### src/hw/rtl/plc_pkg.sv
// ----------------------------------------------------------------------------
// plc_pkg
// Shared types and constants for the pointer look conditioner: field widths,
// limits, result status codes, sequencer states and control structs.
// ----------------------------------------------------------------------------
package plc_pkg;

  // fixed field widths
  localparam int PTR_W       = 17;
  localparam int SENS_W      = 16;
  localparam int YAW_OUT_W   = 25;
  localparam int PITCH_OUT_W = 24;
  localparam int SMOOTH_W    = 25;

  // default angle precision
  localparam int ANGLE_FRAC_BITS_DEF = 16;

  // limits in sixteenths of a pixel
  localparam int JUMP_LIMIT  = 8000;
  localparam int DELTA_LIMIT = 3200;

  // smoothing weight 0.3 in Q0.16
  localparam int SMOOTH_WEIGHT  = 19661;
  localparam int SENS_FRAC_BITS = 12;

  localparam logic [SENS_W-1:0] SENS_RST = 16'd410;

  // yaw wrap sequence length
  localparam int WRAP_STEPS = 5;
  localparam int STEP_W     = 3;

  typedef enum logic [1:0] {
    ST_UPDATED = 2'd0,
    ST_SKIPPED = 2'd1,
    ST_INIT    = 2'd2,
    ST_JUMP    = 2'd3
  } status_t;

  typedef enum logic [2:0] {
    S_IDLE,
    S_CLASSIFY,
    S_MUL_SMOOTH,
    S_SMOOTH_UPD,
    S_MUL_SENS,
    S_ACCUM,
    S_WRAP,
    S_DONE
  } state_t;

  // datapath commands
  typedef struct packed {
    logic              capture;
    logic              classify;
    logic              mul_smooth;
    logic              smooth_upd;
    logic              mul_sens;
    logic              accum;
    logic              wrap;
    logic [STEP_W-1:0] wrap_step;
    logic              wrap_last;
    logic              out_load;
  } cmd_t;

  // sample classification back to the controller
  typedef struct packed {
    logic skip;
    logic init;
    logic jump;
  } sample_flags_t;

endpackage

### src/hw/rtl/plc_ctrl.sv
// ----------------------------------------------------------------------------
// plc_ctrl
// Sequencer: walks one item through classify, smoothing, scaling and yaw
// wrap, and owns the input stall and the result valid.
// ----------------------------------------------------------------------------
module plc_ctrl (
  input  logic                  clk,
  input  logic                  rst_n,
  input  logic                  in_valid,
  output logic                  in_stall,
  output logic                  out_valid,
  input  logic                  out_stall,
  input  plc_pkg::sample_flags_t flags,
  output plc_pkg::cmd_t         cmd
);

  plc_pkg::state_t              state_r, state_nxt;
  logic [plc_pkg::STEP_W-1:0]   step_r, step_nxt;
  logic                         out_valid_r, out_valid_nxt;
  logic                         slot_free;

  assign slot_free = !out_valid_r || !out_stall;
  assign out_valid = out_valid_r;
  assign in_stall  = (state_r != plc_pkg::S_IDLE);

  always_ff @(posedge clk) begin
    if (!rst_n) begin
      state_r     <= plc_pkg::S_IDLE;
      step_r      <= '0;
      out_valid_r <= 1'b0;
    end else begin
      state_r     <= state_nxt;
      step_r      <= step_nxt;
      out_valid_r <= out_valid_nxt;
    end
  end

  always_comb begin
    state_nxt     = state_r;
    step_nxt      = step_r;
    out_valid_nxt = out_valid_r;
    cmd           = '0;
    cmd.wrap_step = step_r;

    if (out_valid_r && !out_stall) begin
      out_valid_nxt = 1'b0;
    end

    unique case (state_r)
      plc_pkg::S_IDLE: begin
        if (in_valid) begin
          cmd.capture = 1'b1;
          state_nxt   = plc_pkg::S_CLASSIFY;
        end
      end
      plc_pkg::S_CLASSIFY: begin
        cmd.classify = 1'b1;
        if (flags.skip || flags.init || flags.jump) begin
          state_nxt = plc_pkg::S_DONE;
        end else begin
          state_nxt = plc_pkg::S_MUL_SMOOTH;
        end
      end
      plc_pkg::S_MUL_SMOOTH: begin
        cmd.mul_smooth = 1'b1;
        state_nxt      = plc_pkg::S_SMOOTH_UPD;
      end
      plc_pkg::S_SMOOTH_UPD: begin
        cmd.smooth_upd = 1'b1;
        state_nxt      = plc_pkg::S_MUL_SENS;
      end
      plc_pkg::S_MUL_SENS: begin
        cmd.mul_sens = 1'b1;
        state_nxt    = plc_pkg::S_ACCUM;
      end
      plc_pkg::S_ACCUM: begin
        cmd.accum = 1'b1;
        step_nxt  = '0;
        state_nxt = plc_pkg::S_WRAP;
      end
      plc_pkg::S_WRAP: begin
        cmd.wrap = 1'b1;
        if (step_r == plc_pkg::STEP_W'(plc_pkg::WRAP_STEPS - 1)) begin
          cmd.wrap_last = 1'b1;
          state_nxt     = plc_pkg::S_DONE;
        end else begin
          step_nxt = step_r + 1'b1;
        end
      end
      plc_pkg::S_DONE: begin
        // wait for the result register to be free
        if (slot_free) begin
          cmd.out_load  = 1'b1;
          out_valid_nxt = 1'b1;
          state_nxt     = plc_pkg::S_IDLE;
        end
      end
      default: begin
        state_nxt = plc_pkg::S_IDLE;
      end
    endcase
  end

endmodule

### src/hw/rtl/plc_dp.sv
// ----------------------------------------------------------------------------
// plc_dp
// Datapath: position history, delta conditioning, smoothing filter, angle
// accumulators with pitch clamp and stepwise yaw wrap, result register.
// ----------------------------------------------------------------------------
module plc_dp #(
  parameter int ANGLE_FRAC_BITS = plc_pkg::ANGLE_FRAC_BITS_DEF
) (
  input  logic                                clk,
  input  logic                                rst_n,
  input  plc_pkg::cmd_t                       cmd,
  output plc_pkg::sample_flags_t              flags,
  input  logic signed [plc_pkg::PTR_W-1:0]    in_pointer_x,
  input  logic signed [plc_pkg::PTR_W-1:0]    in_pointer_y,
  input  logic                                in_in_viewport,
  input  logic                                in_ui_wants_pointer,
  input  logic                                cfg_we,
  input  logic [plc_pkg::SENS_W-1:0]          cfg_look_sensitivity,
  output logic [1:0]                          out_status,
  output logic [plc_pkg::YAW_OUT_W-1:0]       out_yaw_angle,
  output logic signed [plc_pkg::PITCH_OUT_W-1:0] out_pitch_angle,
  output logic signed [plc_pkg::SMOOTH_W-1:0] out_smooth_dx,
  output logic signed [plc_pkg::SMOOTH_W-1:0] out_smooth_dy
);

  localparam int A       = ANGLE_FRAC_BITS;
  localparam int PW      = plc_pkg::PTR_W;
  localparam int DW      = PW + 1;                 // position difference
  localparam int CW      = 13;                     // clamped delta, +-3200
  localparam int SW      = plc_pkg::SMOOTH_W;
  localparam int MW      = 42;                     // product width
  localparam int YAW_W   = A + 9;                  // [0, 360) degrees
  localparam int PITCH_W = A + 8;                  // +-89 degrees
  localparam int VW      = A + 15;                 // yaw before wrap
  localparam int SH      = 16 + plc_pkg::SENS_FRAC_BITS - A;

  localparam logic signed [DW-1:0] JLIM_P = DW'(plc_pkg::JUMP_LIMIT);
  localparam logic signed [DW-1:0] JLIM_N = -JLIM_P;
  localparam logic signed [DW-1:0] DLIM_P = DW'(plc_pkg::DELTA_LIMIT);
  localparam logic signed [DW-1:0] DLIM_N = -DLIM_P;
  localparam logic signed [CW-1:0] DZ_P   = CW'(1);
  localparam logic signed [CW-1:0] DZ_N   = -DZ_P;

  localparam logic signed [15:0]   WEIGHT = 16'(plc_pkg::SMOOTH_WEIGHT);
  localparam logic signed [MW-1:0] RND16  = MW'(longint'(1) << 15);
  localparam logic signed [MW-1:0] RNDSH  = MW'(longint'(1) << (SH - 1));

  localparam logic signed [VW-1:0] MOD1   = VW'(longint'(360) << A);
  localparam logic signed [VW-1:0] MOD2   = VW'(longint'(360) << (A + 1));
  localparam logic signed [VW-1:0] MOD4   = VW'(longint'(360) << (A + 2));
  localparam logic signed [VW-1:0] MOD8   = VW'(longint'(360) << (A + 3));
  localparam logic signed [VW-1:0] MOD16  = VW'(longint'(360) << (A + 4));
  localparam logic signed [VW-1:0] PLIM_P = VW'(longint'(89) << A);
  localparam logic signed [VW-1:0] PLIM_N = -PLIM_P;

  localparam logic [YAW_W-1:0] YAW_RST = YAW_W'(longint'(225) << A);
  localparam longint PITCH_RST_L =
    ((longint'(-2311087) * (longint'(1) << A)) + longint'(32768)) >>> 16;
  localparam logic signed [PITCH_W-1:0] PITCH_RST = PITCH_W'(PITCH_RST_L);

  // captured item
  logic signed [PW-1:0] px_r, py_r;
  logic                 vp_r, ui_r;

  // state
  logic signed [PW-1:0]    last_x_r, last_y_r;
  logic signed [SW-1:0]    smooth_x_r, smooth_y_r;
  logic [YAW_W-1:0]        yaw_r;
  logic signed [PITCH_W-1:0] pitch_r;
  logic [plc_pkg::SENS_W-1:0] sens_r;

  // working registers
  plc_pkg::status_t        status_r;
  logic signed [SW-1:0]    tx_r, ty_r;
  logic signed [MW-1:0]    prod_x_r, prod_y_r;
  logic signed [VW-1:0]    v_r;

  // result register
  plc_pkg::status_t          out_status_r;
  logic [plc_pkg::YAW_OUT_W-1:0] out_yaw_r;
  logic signed [plc_pkg::PITCH_OUT_W-1:0] out_pitch_r;
  logic signed [SW-1:0]      out_sdx_r, out_sdy_r;

  // classification and delta conditioning
  logic signed [DW-1:0] dx, dy, dx_cl, dy_cl;
  logic signed [CW-1:0] dx_c, dy_c;
  logic                 dead;
  logic signed [SW-1:0] tx_nxt, ty_nxt;
  plc_pkg::status_t     status_nxt;

  always_comb begin
    dx = DW'(px_r) - DW'(last_x_r);
    dy = DW'(py_r) - DW'(last_y_r);

    flags.skip = !vp_r && ui_r;
    flags.init = last_x_r[PW-1] || last_y_r[PW-1];
    flags.jump = (dx > JLIM_P) || (dx < JLIM_N) || (dy > JLIM_P) || (dy < JLIM_N);

    if (dx > DLIM_P) begin
      dx_cl = DLIM_P;
    end else if (dx < DLIM_N) begin
      dx_cl = DLIM_N;
    end else begin
      dx_cl = dx;
    end
    if (dy > DLIM_P) begin
      dy_cl = DLIM_P;
    end else if (dy < DLIM_N) begin
      dy_cl = DLIM_N;
    end else begin
      dy_cl = dy;
    end
    dx_c = dx_cl[CW-1:0];
    dy_c = dy_cl[CW-1:0];

    // squared length of at most 2 means both axes within one sixteenth
    dead = (dx_c >= DZ_N) && (dx_c <= DZ_P) && (dy_c >= DZ_N) && (dy_c <= DZ_P);

    // sixteenths to Q.16 pixels
    tx_nxt = dead ? '0 : {dx_c, 12'b0};
    ty_nxt = dead ? '0 : {dy_c, 12'b0};

    if (flags.skip) begin
      status_nxt = plc_pkg::ST_SKIPPED;
    end else if (flags.init) begin
      status_nxt = plc_pkg::ST_INIT;
    end else if (flags.jump) begin
      status_nxt = plc_pkg::ST_JUMP;
    end else begin
      status_nxt = plc_pkg::ST_UPDATED;
    end
  end

  // smoothing filter
  logic signed [SW:0]   diff_x, diff_y;
  logic signed [MW-1:0] fr_x, fr_y;
  logic signed [SW:0]   sm_x_sum, sm_y_sum;

  always_comb begin
    diff_x   = (SW+1)'(tx_r) - (SW+1)'(smooth_x_r);
    diff_y   = (SW+1)'(ty_r) - (SW+1)'(smooth_y_r);
    fr_x     = (prod_x_r + RND16) >>> 16;
    fr_y     = (prod_y_r + RND16) >>> 16;
    sm_x_sum = (SW+1)'(smooth_x_r) + fr_x[SW:0];
    sm_y_sum = (SW+1)'(smooth_y_r) + fr_y[SW:0];
  end

  // angle accumulation
  logic signed [MW-1:0]      sc_x, sc_y;
  logic signed [VW-1:0]      yaw_ext, pitch_ext, pitch_sum, pitch_cl;
  logic signed [plc_pkg::SENS_W:0] sens_s;

  always_comb begin
    sens_s    = $signed({1'b0, sens_r});
    sc_x      = (prod_x_r + RNDSH) >>> SH;
    sc_y      = (prod_y_r + RNDSH) >>> SH;
    yaw_ext   = $signed({{(VW - YAW_W){1'b0}}, yaw_r});
    pitch_ext = VW'(pitch_r);
    pitch_sum = pitch_ext - sc_y[VW-1:0];
    if (pitch_sum > PLIM_P) begin
      pitch_cl = PLIM_P;
    end else if (pitch_sum < PLIM_N) begin
      pitch_cl = PLIM_N;
    end else begin
      pitch_cl = pitch_sum;
    end
  end

  // yaw wrap: lift negatives by 16 turns, then strip 8, 4, 2, 1 turns
  logic signed [VW-1:0] mod_k, v_nxt;

  always_comb begin
    case (cmd.wrap_step)
      3'd1:    mod_k = MOD8;
      3'd2:    mod_k = MOD4;
      3'd3:    mod_k = MOD2;
      3'd4:    mod_k = MOD1;
      default: mod_k = MOD16;
    endcase
    if (cmd.wrap_step == '0) begin
      v_nxt = v_r[VW-1] ? (v_r + MOD16) : v_r;
    end else begin
      v_nxt = (v_r >= mod_k) ? (v_r - mod_k) : v_r;
    end
  end

  // state and configuration
  always_ff @(posedge clk) begin
    if (!rst_n) begin
      last_x_r   <= -PW'(16);
      last_y_r   <= -PW'(16);
      smooth_x_r <= '0;
      smooth_y_r <= '0;
      yaw_r      <= YAW_RST;
      pitch_r    <= PITCH_RST;
      sens_r     <= plc_pkg::SENS_RST;
    end else begin
      if (cfg_we) begin
        sens_r <= cfg_look_sensitivity;
      end
      if (cmd.classify && !flags.skip) begin
        last_x_r <= px_r;
        last_y_r <= py_r;
      end
      if (cmd.smooth_upd) begin
        smooth_x_r <= sm_x_sum[SW-1:0];
        smooth_y_r <= sm_y_sum[SW-1:0];
      end
      if (cmd.accum) begin
        pitch_r <= pitch_cl[PITCH_W-1:0];
      end
      if (cmd.wrap_last) begin
        yaw_r <= v_nxt[YAW_W-1:0];
      end
    end
  end

  // working and result registers
  always_ff @(posedge clk) begin
    if (cmd.capture) begin
      px_r <= in_pointer_x;
      py_r <= in_pointer_y;
      vp_r <= in_in_viewport;
      ui_r <= in_ui_wants_pointer;
    end
    if (cmd.classify) begin
      status_r <= status_nxt;
      tx_r     <= tx_nxt;
      ty_r     <= ty_nxt;
    end
    if (cmd.mul_smooth) begin
      prod_x_r <= diff_x * WEIGHT;
      prod_y_r <= diff_y * WEIGHT;
    end else if (cmd.mul_sens) begin
      prod_x_r <= smooth_x_r * sens_s;
      prod_y_r <= smooth_y_r * sens_s;
    end
    if (cmd.accum) begin
      v_r <= yaw_ext - sc_x[VW-1:0];
    end else if (cmd.wrap) begin
      v_r <= v_nxt;
    end
    if (cmd.out_load) begin
      out_status_r <= status_r;
      out_yaw_r    <= plc_pkg::YAW_OUT_W'(yaw_r);
      out_pitch_r  <= plc_pkg::PITCH_OUT_W'(pitch_r);
      out_sdx_r    <= smooth_x_r;
      out_sdy_r    <= smooth_y_r;
    end
  end

  assign out_status      = out_status_r;
  assign out_yaw_angle   = out_yaw_r;
  assign out_pitch_angle = out_pitch_r;
  assign out_smooth_dx   = out_sdx_r;
  assign out_smooth_dy   = out_sdy_r;

endmodule

### src/hw/rtl/pointer_look_conditioner.sv
// ----------------------------------------------------------------------------
// pointer_look_conditioner
// Turns one pointer position per frame into a smoothed yaw/pitch look angle.
//
//   channel  handshake          payload
//   in       in_valid/in_stall  pointer_x, pointer_y, in_viewport,
//                               ui_wants_pointer
//   out      out_valid/out_stall status, yaw_angle, pitch_angle,
//                               smooth_dx, smooth_dy
//   cfg      cfg_we             look_sensitivity
//
// Skipped, initializing and rejected items go from classify straight to the
// result load; updates pass through classify, a filter multiply and add, a
// sensitivity multiply, accumulate, a 5-step yaw wrap and the result load.
// An item holds the block from acceptance until its result load; the next
// is taken once the result is registered, while that result may still be
// stalled on the output. A stalled result delays the load of the next one.
// Synchronous active-low reset restores the angle state and sensitivity 410.
// ----------------------------------------------------------------------------
module pointer_look_conditioner #(
  parameter int ANGLE_FRAC_BITS = plc_pkg::ANGLE_FRAC_BITS_DEF
) (
  input  logic                                   clk,
  input  logic                                   rst_n,
  input  logic                                   in_valid,
  output logic                                   in_stall,
  input  logic signed [plc_pkg::PTR_W-1:0]       in_pointer_x,
  input  logic signed [plc_pkg::PTR_W-1:0]       in_pointer_y,
  input  logic                                   in_in_viewport,
  input  logic                                   in_ui_wants_pointer,
  output logic                                   out_valid,
  input  logic                                   out_stall,
  output logic [1:0]                             out_status,
  output logic [plc_pkg::YAW_OUT_W-1:0]          out_yaw_angle,
  output logic signed [plc_pkg::PITCH_OUT_W-1:0] out_pitch_angle,
  output logic signed [plc_pkg::SMOOTH_W-1:0]    out_smooth_dx,
  output logic signed [plc_pkg::SMOOTH_W-1:0]    out_smooth_dy,
  input  logic                                   cfg_we,
  input  logic [plc_pkg::SENS_W-1:0]             cfg_look_sensitivity
);

  plc_pkg::cmd_t          cmd;
  plc_pkg::sample_flags_t flags;

  plc_ctrl u_ctrl (
    .clk       (clk),
    .rst_n     (rst_n),
    .in_valid  (in_valid),
    .in_stall  (in_stall),
    .out_valid (out_valid),
    .out_stall (out_stall),
    .flags     (flags),
    .cmd       (cmd)
  );

  plc_dp #(
    .ANGLE_FRAC_BITS (ANGLE_FRAC_BITS)
  ) u_dp (
    .clk                  (clk),
    .rst_n                (rst_n),
    .cmd                  (cmd),
    .flags                (flags),
    .in_pointer_x         (in_pointer_x),
    .in_pointer_y         (in_pointer_y),
    .in_in_viewport       (in_in_viewport),
    .in_ui_wants_pointer  (in_ui_wants_pointer),
    .cfg_we               (cfg_we),
    .cfg_look_sensitivity (cfg_look_sensitivity),
    .out_status           (out_status),
    .out_yaw_angle        (out_yaw_angle),
    .out_pitch_angle      (out_pitch_angle),
    .out_smooth_dx        (out_smooth_dx),
    .out_smooth_dy        (out_smooth_dy)
  );

endmodule

### config.mk
export PLATFORM = sky130hd
export DESIGN_NAME = pointer_look_conditioner
export DESIGN_NICKNAME = d
export VERILOG_FILES = /design/src/hw/rtl/plc_pkg.sv /design/src/hw/rtl/plc_ctrl.sv /design/src/hw/rtl/plc_dp.sv /design/src/hw/rtl/pointer_look_conditioner.sv
export SDC_FILE = /design/constraint.sdc
export NUM_CORES = 2
export LEC_CHECK = 0
export BUFFER_PORTS_ARGS = -buffer_cell sky130_fd_sc_hd__buf_4
export CORE_ASPECT_RATIO = 1.5
export CORE_MARGIN = 10
export CORE_UTILIZATION = 35
export CTS_CLUSTER_SIZE = 16
export DETAILED_ROUTE_END_ITERATION = 16
export PLACE_DENSITY_LB_ADDON = 0.15
export SYNTH_ARGS = -nofsm -noshare
export SYNTH_HDL_FRONTEND = slang
export SYNTH_SLANG_ARGS = --single-unit
### constraint.sdc
create_clock -name clk -period 9.7 [get_ports clk]
set_input_delay 0.97 -clock clk [delete_from_list [all_inputs] [get_ports clk]]
set_output_delay 0.97 -clock clk [all_outputs]
set_load 0.005 [all_outputs]
==> impl_results.md <==
* Routed vias/inst at 5.02
* CTS Sinks at between 400 and 500
* Pin count of the biggest net entering global routing at 68
* Status: finished clean
* Gates resized, CTS repair at 0
* Commonest cells post-synth: 1406 x inv_1, 1061 x fa_1, 879 x nand2_1
* Yosys cell types at 96
* Initial antenna violation count at 6
* Drt wl/cell at 20.0 um
* Area share of the largest cell type after synthesis at 0.319
* Rows at 196
* Share of layout cells above drive strength 1 at 0.0595
* CP max stage delay at 0.76 ns
* Average size of a mapped cell at 9.25 um2
* Die height at 554 um
* Fin Clk Skew at between 0.05 and 0.06 ns
* Fin. Hold Viols at 0
* Unrepaired setup endpoints after global routing: no
* Slew Limit Fails at 0
* Wirelength, routed at 195000 um
* # IOs at 160
* Total negative slack at 0 ns
* Root Driver: clkbuf_16
* Main area contributors after synthesis: fa_1 32%, ha_1 13%, edfxtp_1 12%
* Core footprint at 190000 um2
* First-pass GRT wire length at 307000 um
* Setup Crit Path Kind: reg2reg
* Critical path data required time at 10.10 ns
* DR iter-0 viols at 2456
* Die Width at around 380 um
* Startpoint types: flip-flop
* Number of global-route vias before repair at about 53000
* Final ANT Viol Nets at 0
* Async set-reset flop share out of synthesis at 0
* Min Tclk post-route at ~9 ns
* Worst-case clock buffer depth at 3
* Yosys reg bits at slightly above 400
* Final Cell Area at around 73000 um2
* YS warnings at 0
* Main synth FF type: edfxtp_1
* Clock latency at the later pin of the worst-skew pair at 0.69 ns
* Layout Nets at 9060
* Slowest cell on crit path: o41ai_1
* Most common cell in the netlist: inv_1
* Gp weighted congestion at slightly below 0.9
* Initial core utilization at 0.351
* Type of the tightest min-delay check: reg2reg
* CP max FO at 6
* Syn nets at 9017
* Critical path capture point type: flip-flop
* Max Clock Freq at around 110 MHz
* Cell Area, Placed at 70800 um2
* Die area at 209000 um2
* Largest area contributor in the synthesized netlist: fa_1
* Postcts setup bufs at 0
* Mapped cell area at 66600 um2
* DR vias at roughly 49000
* DP HPWL at 161000 um
* Cells after Synth at between 7000 and 8000
* Drt first pass iters at 6
* CTS tree: built
* Rel. slew slack at 0.224
* H-tree levels at 2
* Syn-to-layout area delta at 8.80%
* Residual DRC at 0
* Num CTS Buffers at a little over 50
* Arrival time of the worst setup path at 9.24 ns
* Total global-route track usage at 0.188
* Maxcap violations at 0
* Sequential fraction of the synthesis area at 0.163
* Crit share post-route at 0.911
* I/O Buffers at approximately 160
* Hold-fix buffers, CTS at 0
* Congestion Overflow GR at 0
* Worst-Margin Slew at 1.16 ns
* EDFF count, synth at 258
* CTS clk-pin slew, worst paths at about 0.060 ns
* Setup violators final at 0
cell usage in the layout (no fill, tap or decap), types with 29 or more instances in the layout:
cell type / count
a211oi_1: 33
a21o_1: 124
a21oi_1: 308
and2_1: 325
and3_1: 42
buf_4: 267
clkbuf_16: 53
dfxtp_1: 140
edfxtp_1: 258
fa_1: 1061
ha_1: 691
inv_1: 1405
nand2_1: 877
nand2b_1: 41
nand3_1: 105
nand4_1: 37
nor2_1: 253
nor2b_1: 48
nor3_1: 85
o211ai_1: 45
o21a_1: 56
o21ai_0: 151
o21bai_1: 29
or3_1: 36
xnor2_1: 203
xor2_1: 203
kinds of logic (layout without fill, tap and decap cells):
family,count (synthesis),in the layout,share of synthesized area
XOR/XNOR,408,408,0.0540
multiplexers,31,31,0.00479
buffers and inverters,1685,1771,0.0951
other,0,4,0
flip-flops,414,414,0.163
AND/OR/NAND/NOR,1954,1954,0.140
adder cells (fa/ha/maj),1752,1752,0.448
AO/OA/AOI/OAI,964,964,0.0949
registers in the layout, summed over array words and instances, names as in the netlist, 16 cells and up:
signal and count:
u_dp.pitch_r 24, u_dp.last_y_r 17, u_dp.smooth_x_r 25, u_dp.yaw_r 25
u_dp.out_smooth_dx 25, u_dp.out_pitch_angle 24, u_dp.py_r 17, u_dp.smooth_y_r 25
u_dp.out_yaw_angle 25, u_dp.sens_r 16, u_dp.last_x_r 17, u_dp.px_r 17
u_dp.prod_x_r 31, u_dp.prod_y_r 31, u_dp.out_smooth_dy 25, u_dp.v_r 31
per-layer routing:
metal  vias to the layer above  share of wire  GRT usage  wire (um)
met1                     24888           0.42      0.238      82800
li1                      23025              -          -          -
met2                       907           0.51      0.340      99300
met5                         -              0          0          0
met3                       234          0.038     0.0184       7390
met4                         0          0.028     0.0503       5500
metrics by stage:
stage	utilization	hold WS [ns]	setup slack, ns	std cells
after floorplan	-	0.400	1.06	7208
after global placement	0.373	0.402	1.05	9673
after detailed placement	0.373	0.418	0.997	9673
after CTS	0.382	0.389	0.992	9769
after global routing	0.382	0.425	0.355	9770
final	0.382	0.420	0.859	9773
layout make-up:
cell class	count	area, um2
antenna	4	10.0
clock buffer	59	1360
clock inverter	37	360
fill	19423	117000
inverter	1408	5290
multi-input combinational	5109	49500
sequential	414	10900
tap	2475	3100
timing repair buffer	267	2000
path summary, 6_finish.rpt:
kind,from,end,slack [ns],cells past startpoint
max,u_dp.ty_r[12],u_dp.prod_y_r[41],0.86,28
min reg2reg,u_dp.status_r[0],u_dp.out_status[0],0.42,0
min,u_dp.status_r[0],u_dp.out_status[0],0.42,0
max reg2reg,u_dp.ty_r[12],u_dp.prod_y_r[41],0.86,28
worst max-delay path, delay by kind of cell (launching register included):
kind                     cells  cell delay, ns
AND/OR/NAND/NOR              5            1.19
XOR/XNOR                     1            0.63
AO/OA/AOI/OAI               12            3.01
adder cells (fa/ha/maj)      8            3.26
buffers and inverters        2            0.09
flip-flops                   1            0.37
Power is not shown: default switching activity piles up to over one toggle a cycle in this logic, so the estimate is an artifact.
